<file path="src/hdl/isc_pkg.sv">
package isc_pkg;

    // pi in Q48 and the table size
    localparam logic [63:0] PI_Q48   = 64'h0003_243F_6A88_85A3;
    localparam int          TBL_SIZE = 256;
    localparam int          MAX_POS  = 32767;

    typedef logic signed [15:0] isc_tbl_t [0:TBL_SIZE-1];
    typedef logic [9:0]         isc_slope_tbl_t [0:TBL_SIZE-1];

    // Folded angle and radius after the first stage
    typedef struct packed {
        logic [15:0]        mag;
        logic               neg;
        logic               full;
        logic signed [15:0] radius;
    } isc_fold_t;

    // Table outputs after the lookup stage
    typedef struct packed {
        logic signed [15:0] sin_h;
        logic signed [15:0] cos_h;
        logic [9:0]         slope;
        logic               neg;
        logic               full;
        logic signed [15:0] radius;
    } isc_rom_t;

    // Slope corrections after the first multiply
    typedef struct packed {
        logic signed [15:0] sin_h;
        logic signed [15:0] cos_h;
        logic signed [26:0] corr_s;
        logic signed [26:0] corr_c;
        logic               neg;
        logic               full;
        logic signed [15:0] radius;
    } isc_corr_t;

    // Final factors ahead of the radius multiply
    typedef struct packed {
        logic signed [15:0] sin_f;
        logic signed [15:0] cos_f;
        logic signed [15:0] radius;
    } isc_factor_t;

    // (a*b) >> 40 without overflow, for operands below 2^42
    function automatic logic [63:0] mul_q40(input logic [63:0] a, input logic [63:0] b);
        logic [63:0] bh;
        logic [63:0] bl;
        bh = b >> 21;
        bl = b & 64'h1F_FFFF;
        return ((a * bh) >> 19) + ((a * bl) >> 40);
    endfunction

    // Unsigned quotient by shift and subtract, used only while building tables
    function automatic logic [63:0] udiv64(input logic [63:0] num, input logic [63:0] den);
        logic [63:0] quo;
        logic [64:0] rem;
        quo = '0;
        rem = '0;
        for (int b = 63; b >= 0; b--) begin
            rem = {rem[63:0], num[b]};
            if (rem >= {1'b0, den}) begin
                rem    = rem - {1'b0, den};
                quo[b] = 1'b1;
            end
        end
        return quo;
    endfunction

    // round(32768*sin(i*pi/128)) for i in 0..64, by a fixed-point series
    function automatic int quarter_sine(input int i);
        logic [63:0]        x;
        logic [63:0]        x2;
        logic [63:0]        term;
        logic [63:0]        den;
        logic signed [63:0] sum;
        logic [63:0]        rnd;
        x   = (64'(i) * PI_Q48) >> 15;
        x2  = mul_q40(x, x);
        term = x;
        sum = signed'(x);
        for (int k = 1; k <= 12; k++) begin
            den  = 64'((2 * k) * (2 * k + 1));
            term = udiv64(mul_q40(term, x2), den);
            if (k % 2 == 1) sum = sum - signed'(term);
            else            sum = sum + signed'(term);
        end
        if (sum < 0) sum = '0;
        rnd = (unsigned'(sum) + (64'd1 << 24)) >> 25;
        return int'(rnd[31:0]);
    endfunction

    // Sine table, or cosine table when cos_sel is set, clamped to the top
    function automatic isc_tbl_t build_trig(input logic cos_sel);
        int       q [0:64];
        int       v;
        int       idx;
        isc_tbl_t tbl;
        for (int i = 0; i <= 64; i++) q[i] = quarter_sine(i);
        for (int i = 0; i < TBL_SIZE; i++) begin
            idx = cos_sel ? ((i + 64) % TBL_SIZE) : i;
            if (idx <= 64)       v = q[idx];
            else if (idx <= 128) v = q[128 - idx];
            else if (idx <= 192) v = -q[idx - 128];
            else                 v = -q[256 - idx];
            if (v > MAX_POS) v = MAX_POS;
            tbl[i] = 16'(v);
        end
        return tbl;
    endfunction

    // round(i*pi) for the low angle byte
    function automatic isc_slope_tbl_t build_slope();
        logic [63:0]    v;
        isc_slope_tbl_t tbl;
        for (int i = 0; i < TBL_SIZE; i++) begin
            v = (64'(i) * PI_Q48 + (64'd1 << 47)) >> 48;
            tbl[i] = v[9:0];
        end
        return tbl;
    endfunction

    localparam isc_tbl_t       SIN_ROM   = build_trig(1'b0);
    localparam isc_tbl_t       COS_ROM   = build_trig(1'b1);
    localparam isc_slope_tbl_t SLOPE_ROM = build_slope();

endpackage

</file>
<file path="src/hdl/isc_fold.sv">
module isc_fold (
    input  logic                aclk,
    input  logic                aresetn,
    input  logic                in_valid,
    output logic                in_ready,
    input  logic [15:0]         in_angle,
    input  logic signed [15:0]  in_radius,
    output logic                out_valid,
    input  logic                out_ready,
    output isc_pkg::isc_rom_t   out_data
);
    import isc_pkg::*;

    logic      fold_vld_reg;
    isc_fold_t fold_reg;
    isc_fold_t fold_next;
    logic      rom_vld_reg;
    isc_rom_t  rom_reg;
    isc_rom_t  rom_next;
    logic      fold_rdy;
    logic      rom_rdy;

    // Advance a stage when it is empty or its successor takes its request
    assign rom_rdy  = !rom_vld_reg || out_ready;
    assign fold_rdy = !fold_vld_reg || rom_rdy;
    assign in_ready = fold_rdy;

    // Fold negative angles onto the positive half turn
    always_comb begin
        fold_next.neg    = in_angle[15];
        fold_next.full   = (in_angle == 16'h8000);
        fold_next.mag    = in_angle[15] ? (~in_angle + 16'd1) : in_angle;
        fold_next.radius = in_radius;
    end

    // Look up the coarse sine, cosine and the slope of the low byte
    always_comb begin
        rom_next.sin_h  = SIN_ROM[fold_reg.mag[15:8]];
        rom_next.cos_h  = COS_ROM[fold_reg.mag[15:8]];
        rom_next.slope  = SLOPE_ROM[fold_reg.mag[7:0]];
        rom_next.neg    = fold_reg.neg;
        rom_next.full   = fold_reg.full;
        rom_next.radius = fold_reg.radius;
    end

    always_ff @(posedge aclk) begin
        if (!aresetn) begin
            fold_vld_reg <= 1'b0;
            rom_vld_reg  <= 1'b0;
        end else begin
            if (fold_rdy) fold_vld_reg <= in_valid;
            if (rom_rdy)  rom_vld_reg  <= fold_vld_reg;
        end
    end

    // Payload: load only on a moving request
    always_ff @(posedge aclk) begin
        if (fold_rdy && in_valid)     fold_reg <= fold_next;
        if (rom_rdy && fold_vld_reg)  rom_reg  <= rom_next;
    end

    assign out_valid = rom_vld_reg;
    assign out_data  = rom_reg;

endmodule

</file>
<file path="src/hdl/isc_interp.sv">
module isc_interp (
    input  logic                 aclk,
    input  logic                 aresetn,
    input  logic                 in_valid,
    output logic                 in_ready,
    input  isc_pkg::isc_rom_t    in_data,
    output logic                 out_valid,
    input  logic                 out_ready,
    output isc_pkg::isc_factor_t out_data
);
    import isc_pkg::*;

    logic        corr_vld_reg;
    isc_corr_t   corr_reg;
    isc_corr_t   corr_next;
    logic        fac_vld_reg;
    isc_factor_t fac_reg;
    isc_factor_t fac_next;
    logic        corr_rdy;
    logic        fac_rdy;
    logic signed [17:0] s_sum;
    logic signed [17:0] c_sum;
    logic signed [15:0] s_clamp;
    logic signed [15:0] c_clamp;

    assign fac_rdy  = !fac_vld_reg || out_ready;
    assign corr_rdy = !corr_vld_reg || fac_rdy;
    assign in_ready = corr_rdy;

    // Scale the coarse values by the slope of the low byte
    always_comb begin
        corr_next.sin_h  = in_data.sin_h;
        corr_next.cos_h  = in_data.cos_h;
        corr_next.corr_s = signed'({1'b0, in_data.slope}) * in_data.cos_h;
        corr_next.corr_c = signed'({1'b0, in_data.slope}) * in_data.sin_h;
        corr_next.neg    = in_data.neg;
        corr_next.full   = in_data.full;
        corr_next.radius = in_data.radius;
    end

    // Add the floored corrections, clamp, then unfold the sign
    always_comb begin
        s_sum = 18'(corr_reg.sin_h) + 18'(signed'(corr_reg.corr_s[26:15]));
        c_sum = 18'(corr_reg.cos_h) - 18'(signed'(corr_reg.corr_c[26:15]));
        if (s_sum > 18'sd32767) s_clamp = 16'sd32767;
        else                    s_clamp = s_sum[15:0];
        if (c_sum < -18'sd32768) c_clamp = -16'sd32767;
        else                     c_clamp = c_sum[15:0];
        if (corr_reg.full) begin
            fac_next.sin_f = '0;
            fac_next.cos_f = 16'h8000;
        end else begin
            fac_next.sin_f = corr_reg.neg ? -s_clamp : s_clamp;
            fac_next.cos_f = c_clamp;
        end
        fac_next.radius = corr_reg.radius;
    end

    always_ff @(posedge aclk) begin
        if (!aresetn) begin
            corr_vld_reg <= 1'b0;
            fac_vld_reg  <= 1'b0;
        end else begin
            if (corr_rdy) corr_vld_reg <= in_valid;
            if (fac_rdy)  fac_vld_reg  <= corr_vld_reg;
        end
    end

    always_ff @(posedge aclk) begin
        if (corr_rdy && in_valid)    corr_reg <= corr_next;
        if (fac_rdy && corr_vld_reg) fac_reg  <= fac_next;
    end

    assign out_valid = fac_vld_reg;
    assign out_data  = fac_reg;

endmodule

</file>
<file path="src/hdl/isc_scale.sv">
module isc_scale (
    input  logic                 aclk,
    input  logic                 aresetn,
    input  logic                 in_valid,
    output logic                 in_ready,
    input  isc_pkg::isc_factor_t in_data,
    output logic                 out_valid,
    input  logic                 out_ready,
    output logic signed [15:0]   out_sine,
    output logic signed [15:0]   out_cosine
);
    import isc_pkg::*;

    logic               prod_vld_reg;
    logic signed [31:0] sin_prod_reg;
    logic signed [31:0] cos_prod_reg;
    logic signed [31:0] sin_prod_next;
    logic signed [31:0] cos_prod_next;
    logic               prod_rdy;

    assign prod_rdy = !prod_vld_reg || out_ready;
    assign in_ready = prod_rdy;

    // Multiply the radius by each factor
    assign sin_prod_next = in_data.radius * in_data.sin_f;
    assign cos_prod_next = in_data.radius * in_data.cos_f;

    always_ff @(posedge aclk) begin
        if (!aresetn) prod_vld_reg <= 1'b0;
        else if (prod_rdy) prod_vld_reg <= in_valid;
    end

    always_ff @(posedge aclk) begin
        if (prod_rdy && in_valid) begin
            sin_prod_reg <= sin_prod_next;
            cos_prod_reg <= cos_prod_next;
        end
    end

    // Floor by 2^15 and wrap to 16 bits
    assign out_valid  = prod_vld_reg;
    assign out_sine   = sin_prod_reg[30:15];
    assign out_cosine = cos_prod_reg[30:15];

endmodule

</file>
<file path="src/hdl/interpolated_sine_cosine_scale.sv">
// Interpolated sine/cosine scaler in 1.15 fixed point.
// Input stream (s_*): one request per item, tdata carries the angle (a full
// turn is 65536, read as signed) and a signed radius.
// Output stream (m_*): one request per item, tdata carries radius*sin and
// radius*cos, each floored by 2^15 and wrapped to 16 bits.
// Coarse values come from 256-entry sine and cosine tables indexed by the top
// angle byte; a slope table on the low byte adds a linear correction.
// Five register stages: fold, table lookup, slope multiply, add and clamp,
// radius multiply, in that order; m_tvalid is the last stage's valid bit.
// Throughput is one item per cycle while m_tready stays high; the five
// stages each hold one item.
// When the receiver stalls, results stay in their stages and s_tready drops
// only once every stage is full; bubbles are squeezed out meanwhile.
// Reset clears the stage valid bits only; nothing is kept between items and
// the tables are constant, so the block is ready in the cycle after reset.
module interpolated_sine_cosine_scale (
    input  logic        aclk,
    input  logic        aresetn,
    input  logic        s_tvalid,
    output logic        s_tready,
    input  logic [31:0] s_tdata,   // angle [15:0], radius [31:16]
    output logic        m_tvalid,
    input  logic        m_tready,
    output logic [31:0] m_tdata    // sine_product [15:0], cosine_product [31:16]
);
    import isc_pkg::*;

    logic               rom_valid;
    logic               rom_ready;
    isc_rom_t           rom_data;
    logic               fac_valid;
    logic               fac_ready;
    isc_factor_t        fac_data;
    logic signed [15:0] sine_product;
    logic signed [15:0] cosine_product;

    isc_fold u_fold (
        .aclk      (aclk),
        .aresetn   (aresetn),
        .in_valid  (s_tvalid),
        .in_ready  (s_tready),
        .in_angle  (s_tdata[15:0]),
        .in_radius (signed'(s_tdata[31:16])),
        .out_valid (rom_valid),
        .out_ready (rom_ready),
        .out_data  (rom_data)
    );

    isc_interp u_interp (
        .aclk      (aclk),
        .aresetn   (aresetn),
        .in_valid  (rom_valid),
        .in_ready  (rom_ready),
        .in_data   (rom_data),
        .out_valid (fac_valid),
        .out_ready (fac_ready),
        .out_data  (fac_data)
    );

    isc_scale u_scale (
        .aclk       (aclk),
        .aresetn    (aresetn),
        .in_valid   (fac_valid),
        .in_ready   (fac_ready),
        .in_data    (fac_data),
        .out_valid  (m_tvalid),
        .out_ready  (m_tready),
        .out_sine   (sine_product),
        .out_cosine (cosine_product)
    );

    assign m_tdata = {cosine_product, sine_product};

endmodule

</file>
<file path="config.mk">
export PLATFORM = sky130hd
export DESIGN_NAME = interpolated_sine_cosine_scale
export DESIGN_NICKNAME = d
export VERILOG_FILES = /design/src/hdl/isc_pkg.sv /design/src/hdl/isc_fold.sv /design/src/hdl/isc_interp.sv /design/src/hdl/isc_scale.sv /design/src/hdl/interpolated_sine_cosine_scale.sv
export SDC_FILE = /design/constraint.sdc
export NUM_CORES = 2
export LEC_CHECK = 0
export ABC_AREA = 0
export BUFFER_PORTS_ARGS = -buffer_cell sky130_fd_sc_hd__buf_2
export CORE_MARGIN = 1.5
export CORE_UTILIZATION = 41
export DETAILED_ROUTE_END_ITERATION = 8
export GPL_TIMING_DRIVEN = 0
export SLEW_MARGIN = 20
export SYNTH_ARGS = -nofsm -noshare
export SYNTH_HDL_FRONTEND = slang
export SYNTH_HIERARCHICAL = 1
export SYNTH_SLANG_ARGS = --single-unit
</file>
<file path="constraint.sdc">
create_clock -name aclk -period 6.7 [get_ports aclk]
set_input_delay 0.67 -clock aclk [delete_from_list [all_inputs] [get_ports aclk]]
set_output_delay 0.67 -clock aclk [all_outputs]
set_load 0.005 [all_outputs]
</file>
## Word level (Yosys, flattened, before mapping)

Memory sizes are Yosys's and may differ from the RTL's. A register that Yosys moved wholly into a read port is not among the register bits.
Index checks and enable logic that the tools add are counted.

| word-level totals | value |
|---|---|
| bits in read-only memories | 10752 |
| register bits after elaboration | 271 |
| memories | 3 |

Memories:

| memory | words | bits a word | read ports | clocked after memory_dff | write ports | line | text |
|---|---|---|---|---|---|---|---|
| (name not given) | 256 | 16 | 1 | 1 | 0 | isc_fold.sv:38 | `rom_next.sin_h = SIN_ROM[fold_reg.mag[15:8]];` |
| (name not given) | 256 | 16 | 1 | 1 | 0 | isc_fold.sv:39 | `rom_next.cos_h = COS_ROM[fold_reg.mag[15:8]];` |
| (name not given) | 256 | 10 | 1 | 1 | 0 | isc_fold.sv:40 | `rom_next.slope = SLOPE_ROM[fold_reg.mag[7:0]];` |

| operators by class | value |
|---|---|
| $lt $le $gt $ge | 2 |
| multiplexer cells | 4 |
| bitwise logic cells | 3 |
| multiply operators | 4 |
| eq/ne operators | 1 |
| add/sub/neg operators | 4 |
| reduce and logical (&&, ||, !) cells | 16 |

Operator list:

| cell | count |
|---|---|
| $mul 16x16->31 | 2 |
| $mul 11x16->27 | 2 |
| $mux 16 | 2 |
| $gt 18x16->1 const B | 1 |
| $not 8->9 | 2 |
| $add 16x12->17 | 1 |
| $lt 17x16->1 const B | 1 |
| $sub 16x12->17 | 1 |
| $add 16x1->16 const B | 1 |
| $eq 16x16->1 const B | 1 |
| $neg 16->16 | 1 |
| $not 16->16 | 1 |
| $mux 15 | 1 |
| $logic_and 1x1->1 | 5 |
| $logic_not 1->1 | 5 |
| $logic_or 1x1->1 | 5 |
| $reduce_or 2->1 | 1 |
| $mux 1 | 1 |

## Longest topological paths before layout

| depth | value |
|---|---|
| word-level depth | 7 |
| mapped depth | 23 |
| gate-level depth less buffers | 21 |

## By module

Netlist, hierarchy kept.

Modules (own cells, without submodules):

| module | sequential area each (µm²) | instances | area an instance (µm²) | cells each |
|---|---|---|---|---|
| isc_scale | 980.9 | 1 | 19526.2 | 2060 |
| isc_interp | 3703.6 | 1 | 17407.9 | 1779 |
| isc_fold | 2862.7 | 1 | 10948.0 | 1372 |

## Least setup slack after synthesis

No wires, ideal clock.

| timing path | value |
|---|---|
| kind | flip-flop to flip-flop |
| start | register u_interp.fac_reg, in the netlist u_interp/out_data[15] |
| end | register u_scale.cos_prod_reg[29] (data pin) |
| cell stages (with the launch flop) | 21 |
| slack | 0.700 ns |
| setup time | 0.258 ns |
| arrival time | 5.742 ns |
| period minus slack after synthesis | 6.000 ns |
| cell sequence | edfxtp_1 -> clkbuf_1 -> clkbuf_1 -> nand2_1 -> inv_1 -> fa_1 -> inv_1 -> fa_1 -> inv_1 -> fa_1 -> fa_1 -> fa_1 -> fa_1 -> ha_1 -> a21o_1 -> a21o_1 -> a31oi_1 -> a21oi_2 -> a211o_1 -> a21oi_1 -> xnor2_1 |

| on the way | value |
|---|---|
| cells in the longest elaborated chain, start to end | 1 |

RTL lines:

| item | line | text |
|---|---|---|
| start: declaration | isc_interp.sv:17 | `isc_factor_t fac_reg;` |
| start signal: assignment | isc_interp.sv:71 | `if (fac_rdy && corr_vld_reg) fac_reg <= fac_next;` |
| $mul 16x16->31 | isc_scale.sv:26 | `assign cos_prod_next = in_data.radius * in_data.cos_f;` |
| net u_scale.cos_prod_next[29] | isc_scale.sv:18 | `logic signed [31:0] cos_prod_next;` |
| end signal: assignment | isc_scale.sv:36 | `cos_prod_reg <= cos_prod_next;` |
| end: declaration | isc_scale.sv:16 | `logic signed [31:0] cos_prod_reg;` |

The timed path passes the listed nets, and every way through them passes these cells.
A chain may end at the register's enable or synchronous reset.

## Worst setup path in the final report

| timing path | value |
|---|---|
| start | register u_interp.fac_reg, in the netlist u_interp/out_data[0] |
| end | register u_scale.sin_prod_reg[27] (data pin) |

| on the way | value |
|---|---|
| cells in the longest elaborated chain, start to end | 1 |

RTL lines:

| item | line | text |
|---|---|---|
| $mul 16x16->31 | isc_scale.sv:25 | `assign sin_prod_next = in_data.radius * in_data.sin_f;` |
| net u_scale.sin_prod_next[27] | isc_scale.sv:17 | `logic signed [31:0] sin_prod_next;` |
| end signal: assignment | isc_scale.sv:35 | `sin_prod_reg <= sin_prod_next;` |
| end: declaration | isc_scale.sv:15 | `logic signed [31:0] sin_prod_reg;` |

The timed path passes the listed nets, and every way through them passes these cells.

==> summary.md <==
| Metric | Value |
|---|---|
| Leakage | `24.0 nW` |
| Top delay family on crit path | `adder cells` |
| Worst hold path class | `primary input to register` |
| Adder-Cell Fraction of Synth Area | `42.3%` |
| Main synth FF type | `edfxtp_1` |
| DRT iter0 DRCs | `3251` |
| Grt peak-use layer | `met2` |
| Setup TNS | `0 ns` |
| Post-Layout Cell Count | `6878` |
| Total iterations of the first detailed-routing run | `7` |
| Ys async rst share | `0%` |
| Crit-path cells | `clkbuf_2 > clkbuf_2 > nand2_1 > fa_1 > inv_1 > fa_1 > ha_1 > fa_1 > inv_1 > fa_1 > fa_1 > inv_1 > ha_1 > and3_1 > a221oi_4 > nand2_1 > a31o_1 > o211ai_2 > o21ai_0 > a211oi_1 > a21oi_1` |
| Vias in the first global route | `41000` |
| GR Layer Usage met2 | `49.8%` |
| Grt total ovfl | `0` |
| CTS tree | `built` |
| Sequential fraction of the synthesis area | `15.8%` |
| Xor/xnor share of the synthesized area | `2.06%` |
| Port-buffer cells | `69` |
| Largest net degree at the start of global routing | `51` |
| Initial antenna violation count | `10` |
| Multi-input gate area | `0.0354 sq mm` |
| GP Congestion | `1.02` |
| Fmax | `151 MHz` |
| Main combinational cell family by area after synthesis | `adder cells` |
| Die height | `345 um` |
| DR vias/cell | `5.65` |
| Synth Cell Area | `0.0479 sq mm` |
| Area grow syn2layout | `8.10%` |
| Measured slew at the worst slew-check pin | `1.31 ns` |
| Final period utilization | `98.8%` |
| DP Cell Count | `6813` |
| Global-route met1 utilization | `37.7%` |
| Crit path largest cell delay | `0.51 ns` |
| Max Cap Viol | `0` |
| Antenna viol nets, final | `0` |
| H-tree levels | `2` |
| Most common library cells after synthesis | `979 x inv_1, 800 x fa_1, 571 x nand2_1` |
| Fill cells | `11500` |
| Nets@finish | `6496` |
| DP Area | `0.0504 sq mm` |
| Met3 GRT Util | `4.70%` |
| Syn Area/Cell | `9.19 sq um` |
| # IOs | `70` |
| Worst Setup Start Kind | `register` |
| Status | `completed` |
| Complex-gate fraction of the synthesized area | `11.6%` |
| P per Cell Area | `404 mW/mm^2` |
| Number of remaining DRC errors | `0` |
| Clock sink count | `253` |
| Setup violators final | `0` |
| CTS Buffer Depth | `3` |
| Top-area cell type share of the netlist area | `33.4%` |
| Mux share of post-synthesis cell area | `1.98%` |
| Row cnt | `125` |
| Top-count cell post-synth | `inv_1` |
| Worst path required time | `7.02 ns` |
| Final Cell Area | `0.0518 sq mm` |
| Crit. End Element | `register` |
| Final Hold Viols | `0` |
| Top cells by area, synth | `fa_1 33%, edfxtp_1 16%, ha_1 8.8%` |
| Max VDD drop | `461 uV` |
| Via count | `38900` |
| Synth area leader | `fa_1` |
| Final Slew Violations | `0` |
| CP Class | `register to register` |
| Max reg flops | `74` |
| Hpwl dp | `137 mm` |
| Initial Util | `41.3%` |
| Post-Synthesis Cells | `5211` |
| Core Region | `0.116 sq mm` |
| DR WL/cell | `25.3 um` |
| Die width | `345 um` |
| Skew final | `0.0603 ns` |
| Tot Pwr | `20.9 mW` |
| Clock root cell | `clkbuf_16` |
| Clock Latency Late Sink | `0.63 ns` |
| Final WL | `174 mm` |
| First-pass GRT wire length | `261 mm` |
| Max FO, Critical Path | `10` |
| Clock transition at path regs | `0.06 ns` |
| Cts bufs inserted | `36` |
| Layout cells sized above 1 | `7.75%` |
| Relative slew slack | `12.2%` |
| Unrepaired setup endpoints after global routing | `true` |
| Die ar. | `0.119 sq mm` |
| Syn_nets | `6383` |
| Synth warnings | `6` |
| Worst EP arrival | `6.94 ns` |
| Post-synth EDFFs | `248` |
| Buf+Inv Stages, Crit Path | `5` |
| Final Critical Period | `6.62 ns` |
| Netlist cell types | `111` |
| Synthesized flop and latch total | `253` |
| Slowest cell on the critical path | `fa_1` |
| All-Layer GR Usage | `29.7%` |
| CTS hold repair buffers | `0` |
| Most common cell on crit path | `fa_1` |
| Post-synthesis simple-gate area fraction | `15.8%` |
| Register Area | `0.00755 sq mm` |
==> layout by cell type (no fill, tap or decap), types with 13 or more instances in the layout <==
cell type  instances
mux2i_1           38
and3_1            19
or3_1             15
a211oi_1          32
o21ai_0          159
nor3_1            66
xor2_1            23
o211ai_1          43
a31oi_1           33
a22oi_1           16
buf_2            140
edfxtp_1         248
nand4_1           18
nand2_1          570
xnor2_1           88
o311ai_0          14
a21oi_1          169
mux4_2            19
nor3b_1           13
o22ai_1           23
a311oi_1          20
clkbuf_2          57
nand2b_1          76
nand3_1           40
ha_1             336
clkbuf_16         36
fa_1             798
a211o_1           15
a21o_1            41
inv_1            978
o31ai_1           21
nor2_1           206
o21a_1            35
buf_4             33
clkbuf_1         126
nor2b_1           59
and2_1           384
==> cell type report <==
type	count	area share (%)
Timing Repair Buffer	96	1.30
Tap cell	1524	3.68
Clock inverter	26	0.430
Sequential cell	253	14.6
Multi-Input combinational cell	3662	68.4
Clock buffer	40	1.77
Inverter	986	7.16
Buffer	289	2.68
Antenna cell	2	0.00967
==> timing repair <==
item	CTS	global route
gates resized for setup	45	138
setup endpoints to repair	25	24
setup buffers	2	16
gates cloned	0	0
pin swaps	1	0
==> report_power, final <==
part / switching (mW) / leakage (nW) / total [mW] / internal [mW]
Clock: 0.836 / 0.560 / 1.89 / 1.05
Combinational: 9.42 / 21.1 / 16.2 / 6.79
Sequential: 0.149 / 2.32 / 2.80 / 2.65
Total: 10.4 / 24.0 / 20.9 / 10.5
==> final timing paths <==
kind	startpoint	end	slack, ns	cells after the start
max	u_interp/out_data[0]	u_scale/sin_prod_reg[27]	0.08	21
min reg2reg	u_fold/fold_reg[17]	u_fold/out_data[17]	0.41	0
min	s_tdata[19]	u_fold/fold_reg[3]	0.22	1
max reg2reg	u_interp/out_data[0]	u_scale/sin_prod_reg[27]	0.08	21
==> through the flow <==
step                      setup WS, ns  util (%)  hold WS (ns)
after global placement          -0.488      43.2         0.402
after CTS                      0.00146      44.5         0.180
final                           0.0830      44.6         0.224
after floorplan                  0.700         -         0.400
after detailed placement        -0.469      43.4         0.405
after global routing           -0.0774      44.6         0.206
==> routing by layer <==
layer,wire [um],share of wire (%)
met3,12300,7.1
met5,39,0.022
met4,9700,5.6
met2,82200,47
met1,69600,40
==> logic make-up (layout without fill, tap and decap cells) <==
logic type               Yosys count  in the layout
XOR/XNOR                         112            112
buffers and inverters           1296           1437
multiplexers                      69             69
AO/OA/AOI/OAI                    812            812
adder cells (fa/ha/maj)         1138           1138
flip-flops                       253            253
other                              0              2
AND/OR/NAND/NOR                 1531           1531
No activity file was read; power rests on OpenSTA's default activity.
